File: config.mk
export PLATFORM = sky130hd
export DESIGN_NAME = mvt_tail
export DESIGN_NICKNAME = d
export VERILOG_FILES = /design/src/rtl/core/mvt_pkg.sv /design/src/rtl/core/mvt_tail.sv
export VERILOG_INCLUDE_DIRS = /design/src /design/src/rtl/core
export SDC_FILE = /design/constraint.sdc
export NUM_CORES = 1
export LEC_CHECK = 0
export BUFFER_PORTS_ARGS = -buffer_cell sky130_fd_sc_hd__buf_4
export CORE_AREA = 2 2 323 325
export CTS_CLUSTER_SIZE = 24
export DETAILED_ROUTE_END_ITERATION = 12
export DIE_AREA = 0 0 325 327
export GPL_ROUTABILITY_DRIVEN = 0
export SLEW_MARGIN = 20
export SYNTH_ARGS = -nofsm -noshare
export SYNTH_HDL_FRONTEND = slang
export SYNTH_SLANG_ARGS = --single-unit
File: constraint.sdc
create_clock -name clk -period 21.8 [get_ports clk]
set_clock_uncertainty 0.2 [all_clocks]
set_input_delay 6.54 -clock clk [delete_from_list [all_inputs] [get_ports clk]]
set_output_delay 6.54 -clock clk [all_outputs]
set_load 0.03 [all_outputs]
File: src/rtl/core/assert_macros.svh
// Assertion macros shared by the transform engine modules.
`ifndef ASSERT_MACROS_SVH
`define ASSERT_MACROS_SVH

// Clocked check, held off while reset is asserted.
`define ASSERT_CLK(label, prop, msg) \
    label: assert property (@(posedge clk) disable iff (!rst_n) prop) else $error(msg);

// Condition that must never be seen at a clock edge out of reset.
`define ASSERT_NEVER(label, cond, msg) \
    label: assert property (@(posedge clk) disable iff (!rst_n) !(cond)) else $error(msg);

`endif

File: src/rtl/core/mvt_pkg.sv
// Types and constants for the 4x4 matrix-vector transform engine.
package mvt_pkg;

    localparam int WORD_W = 32;            // Q16.16 word
    localparam int DIM    = 4;             // rows, columns, components
    localparam int IDX_W  = 4;             // entry index, row*4+col
    localparam int COL_W  = 2;             // column part of the index
    localparam int ROW_W  = IDX_W - COL_W; // row part of the index
    localparam int PROD_W = 2 * WORD_W;    // exact product
    localparam int ACC_W  = PROD_W + 2;    // exact sum of four products

    typedef enum logic
    {
        OP_LOAD      = 1'b0,
        OP_TRANSFORM = 1'b1
    } op_t;

    typedef logic signed [WORD_W-1:0] word_t;

    typedef struct packed
    {
        op_t              operation;
        logic [IDX_W-1:0] entry_index;
        word_t            entry_value;
        word_t            in_x;
        word_t            in_y;
        word_t            in_z;
        word_t            in_w;
    } in_item_t;

    typedef struct packed
    {
        word_t out_x;
        word_t out_y;
        word_t out_z;
        word_t out_w;
        logic  clipped;
    } out_item_t;

    // What one cell hands to the next: the item itself, the running row
    // sums and this cell's products, one per row.
    typedef struct packed
    {
        logic                        valid;
        op_t                         operation;
        logic [IDX_W-1:0]            entry_index;
        word_t                       entry_value;
        logic [DIM-1:0][WORD_W-1:0]  vec;
        logic [DIM-1:0][ACC_W-1:0]   sum;
        logic [DIM-1:0][PROD_W-1:0]  prod;
    } cell_link_t;

endpackage

File: src/rtl/core/mvt_tail.sv
// Final add, floor shift, saturation and the output register.
`include "assert_macros.svh"

module mvt_tail #(
    parameter int FRAC_BITS = 16
) (
    input  logic               clk,
    input  logic               rst_n,
    input  mvt_pkg::cell_link_t link_in,
    input  logic               result_ready,
    output logic               adv,
    output logic               result_valid,
    output mvt_pkg::out_item_t result
);

    localparam int W      = mvt_pkg::WORD_W;
    localparam int DIM    = mvt_pkg::DIM;
    localparam int PROD_W = mvt_pkg::PROD_W;
    localparam int ACC_W  = mvt_pkg::ACC_W;
    localparam logic [W-1:0] MAX_WORD = {1'b0, {(W-1){1'b1}}};
    localparam logic [W-1:0] MIN_WORD = {1'b1, {(W-1){1'b0}}};

    logic                      a_valid_reg;
    logic [DIM-1:0][ACC_W-1:0] total_reg;
    logic [DIM-1:0][ACC_W-1:0] total_next;
    logic [DIM-1:0][W-1:0]     word_next;
    logic                      clip_next;
    logic                      result_valid_reg;
    mvt_pkg::out_item_t        result_reg;
    mvt_pkg::out_item_t        result_next;

    // Whole chain moves when the output register is free or being taken.
    assign adv = !result_valid_reg || result_ready;

    always_comb
    begin
        logic [PROD_W-1:0] p;
        for (int r = 0; r < DIM; r++)
        begin
            p             = link_in.prod[r];
            total_next[r] = link_in.sum[r] + {{(ACC_W-PROD_W){p[PROD_W-1]}}, p};
        end
    end

    always_comb
    begin
        logic signed [ACC_W-1:0] shifted;
        logic                    fits;
        clip_next = 1'b0;
        for (int r = 0; r < DIM; r++)
        begin
            shifted = $signed(total_reg[r]) >>> FRAC_BITS;
            fits    = (&shifted[ACC_W-1:W-1]) || !(|shifted[ACC_W-1:W-1]);
            if (fits)
            begin
                word_next[r] = shifted[W-1:0];
            end
            else
            begin
                word_next[r] = shifted[ACC_W-1] ? MIN_WORD : MAX_WORD;
                clip_next    = 1'b1;
            end
        end
        result_next.out_x   = word_next[0];
        result_next.out_y   = word_next[1];
        result_next.out_z   = word_next[2];
        result_next.out_w   = word_next[3];
        result_next.clipped = clip_next;
    end

    always_ff @(posedge clk or negedge rst_n)
    begin
        if (!rst_n)
        begin
            a_valid_reg      <= 1'b0;
            result_valid_reg <= 1'b0;
        end
        else if (adv)
        begin
            a_valid_reg      <= link_in.valid
                                && (link_in.operation == mvt_pkg::OP_TRANSFORM);
            result_valid_reg <= a_valid_reg;
        end
    end

    always_ff @(posedge clk)
    begin
        if (adv)
        begin
            total_reg  <= total_next;
            result_reg <= result_next;
        end
    end

    assign result_valid = result_valid_reg;
    assign result       = result_reg;

    `ASSERT_CLK(a_clip_pinned, result_valid && result.clipped |-> (result.out_x == MAX_WORD || result.out_x == MIN_WORD || result.out_y == MAX_WORD || result.out_y == MIN_WORD || result.out_z == MAX_WORD || result.out_z == MIN_WORD || result.out_w == MAX_WORD || result.out_w == MIN_WORD), "clip flag without a saturated component")
    `ASSERT_CLK(a_result_source, $rose(result_valid) |-> $past(a_valid_reg), "result appeared without a transform behind it")
    `ASSERT_CLK(a_load_no_result, adv && link_in.valid && link_in.operation == mvt_pkg::OP_LOAD |=> !a_valid_reg, "load entered the result path")
    `ASSERT_NEVER(a_valid_known, $isunknown(result_valid), "result valid unknown out of reset")

endmodule

==> results.cfg <==
[logic_synthesis]
syn_area_mm2 = 0.02500
yosys-top-cells-area = edfxtp_1, ha_1, a21o_1
avgSynthCellArea_um2 = 9.732
ys_seq_area_frac = 0.3972
postSynthCellCount = 2569
async_flop_share = 0.006042
synth_top_area_share = 0.3952
synth_warnings = 0
synth_fa_ha_area_frac = 0.1281
synth_flop_cell = edfxtp_1
syn-num-nets = 3514
synthMuxAreaShare = 0.0008008
ys_types = 65
synth_xor_area_frac = 0.06831
yosysTopAreaCell = edfxtp_1
synth_top_family_by_area = compound AO/OA/AOI/OAI gates
synth_edf_count = 329
ys_seq_elements = 331
synth_compound_area_frac = 0.2483
synth_simple_gate_area_frac = 0.1292

[timing]
hold_violations = 0
tightest_slew_ns = 1.142
max_freq_mhz = 71.64
period_minus_slack_ns = 13.96
max_slew_margin = 0.2324
whs_ns = 0.2401
setup_viol = 0
fin_crit_sh = 0.6403
rsz0062_at_grt = false
slew_violations = 0
setup_tns_ns = 0

[global_routing]
grt_max_degree = 73
grt_usage = 0.1627
antenna_found_initial = 4
grt_pass1_wl_um = 135400
grt.overflow.total = 0
grt_pass1_vias = 22536

[detailed_routing]
firstDrtPassIters = 6
wl_um = 90160
final_antenna_net_count = 0
num_vias = 22870
post_drt_wl_per_cell_um = 19.69
drt_iter0_drc = 1844
route.detailed.drc = 0
viasPerCell = 4.995

[final_layout]
drive_gt1_frac = 0.2374
area_growth_pct = 31.17
stdcell_count = 4579
largest_register_ffs = 200
fin_util = 0.3187
fin_nets = 4110
stdcell_area_mm2 = 0.03279
num-fill-cells = 10715

[place]
placed_cells = 4501
numPortBuffers = 655
dpl.hpwl_um = 73990
placed_area_mm2 = 0.03137

[worst_setup_path]
critPathRequiredTime_ns = 15.06
end_kind = output pin
crit_chain = buf_4, nand2b_4, buf_4
cp_slowest_cell = nand2b_4
critPathKind = primary input to output pin
worst_setup_path_start_kind = primary input
cp_max_fo = 23
cp.arrival_ns = 7.22
critical-path-max-stage-delay_ns = 0.29
cpMostUsedCell = buf_4

[clock_network]
ctsHoldBuffers = 0
clk_pin_slew_ns = 0.06
post-cts-setup-buffers = 0
cts_resized = 0
clockRootBuffer = clkbuf_16
cts_tree = yes
cts.sink_count = 331
cts_buffers = 42
h-tree-depth = 2
clock_latency_ns = 0.57
clock_path_buffers = 3

[floorplan]
coreArea_mm2 = 0.1029
die_x_um = 325
boundaryPins = 820
die_h_um = 327
start_util = 0.2429
die_area_mm2 = 0.1063
rows = 118

[power_and_ir_drop]
p_leak_nw = 14.54
cellPowerDensity_mw_per_mm2 = 76.96
peakVddDrop_mv = 0.04427

[job]
drv_cap = 0

[status]
status = completed

[min_path]
worstHoldPathType = flip-flop to flip-flop
-- final timing paths --
check	startpoint	end	slack [ns]	cells after the start
max	result_ready	adv	7.84	3
min in group asynchronous	rst_n	a_valid_reg	5.54	1
min reg2reg	a_valid_reg	result_valid	0.24	2
max reg2reg	result_valid	total_reg[165]	17.98	4
max in group asynchronous	rst_n	result_valid	15.78	1
min	a_valid_reg	result_valid	0.24	2
-- cells in the final DEF, fill, tap and decap left out, drive strengths merged, types with 17 or more instances in the layout --
cell / count
o21bai: 50
xnor2: 118
a21o: 278
edfxtp: 329
a21oi: 289
and3: 22
nor4: 29
nand2: 181
nand4: 101
nor2b: 28
buf: 671
nor3: 40
o21ai: 136
inv: 71
a31oi: 27
nand3: 57
o21a: 23
xor2: 77
a211oi: 17
clkbuf: 47
nor2: 121
clkinv: 17
ha: 256
-- routing by layer --
layer | GRT usage | part of all wire | vias up
met5 | 0 | 0.000078 | -
met4 | 0.04046 | 0.021 | 2
met3 | 0.03294 | 0.069 | 87
met2 | 0.2646 | 0.46 | 842
met1 | 0.2205 | 0.45 | 10880
li1 | - | - | 11059
-- cell usage after synthesis, types with 40 or more instances --
cell / count
ha_1: 256
a21oi_1: 289
nand4_1: 101
xnor2_1: 118
o21ai_0: 135
o21bai_1: 50
nand3_1: 57
nor2_1: 121
nand2_1: 181
edfxtp_1: 329
a21o_1: 278
inv_1: 68
clkbuf_1: 118
nor3_1: 40
xor2_1: 77
-- through the flow --
stage	setup WS, ns	power (mW)
6_report	7.842	2.524
3_5_place_dp	7.840	1.806
5_1_grt	7.808	2.654
4_1_cts	7.837	2.547
2_1_floorplan	0.4063	1.479
3_3_place_gp	7.840	1.800
-- worst max-delay path, delay by kind of cell --
kind | cells | cell delay [ns]
AND/OR/NAND/NOR | 1 | 0.29
buffers and inverters | 2 | 0.37
-- where the power goes --
| part | internal, mW | switching [mW] |
|---|---|---|
| Combinational | 0.335 | 0.511 |
| Clock | 0.435 | 0.291 |
| Sequential | 0.894 | 0.0578 |
| Total | 1.66 | 0.860 |
-- cell families (layout without fill, tap and decap cells) --
| logic type | Yosys count | count (layout) |
|---|---|---|
| AOI/OAI and AO/OA | 951 | 951 |
| xor gates and xnor gates | 195 | 195 |
| adders and majority gates | 256 | 256 |
| buffers and inverters | 187 | 815 |
| DFF | 331 | 331 |
| muxes | 2 | 2 |
| other | 0 | 2 |
| and+or+nand+nor | 647 | 647 |
-- final cells by class --
| class | count | area, µm² | share of cell area |
|---|---|---|---|
| multi-input cells | 2051 | 14420 | 0.4396 |
| flip-flops and latches | 331 | 9930 | 0.3028 |
| repair buffers | 671 | 5037 | 0.1536 |
| well taps | 1380 | 1727 | 0.05265 |
| clock buffers | 47 | 1091 | 0.03327 |
| clock inverters | 29 | 332.8 | 0.01015 |
| inverters | 68 | 255.2 | 0.007783 |
| diodes | 2 | 5.005 | 0.0001526 |
Power figures use the tool's default switching activity.
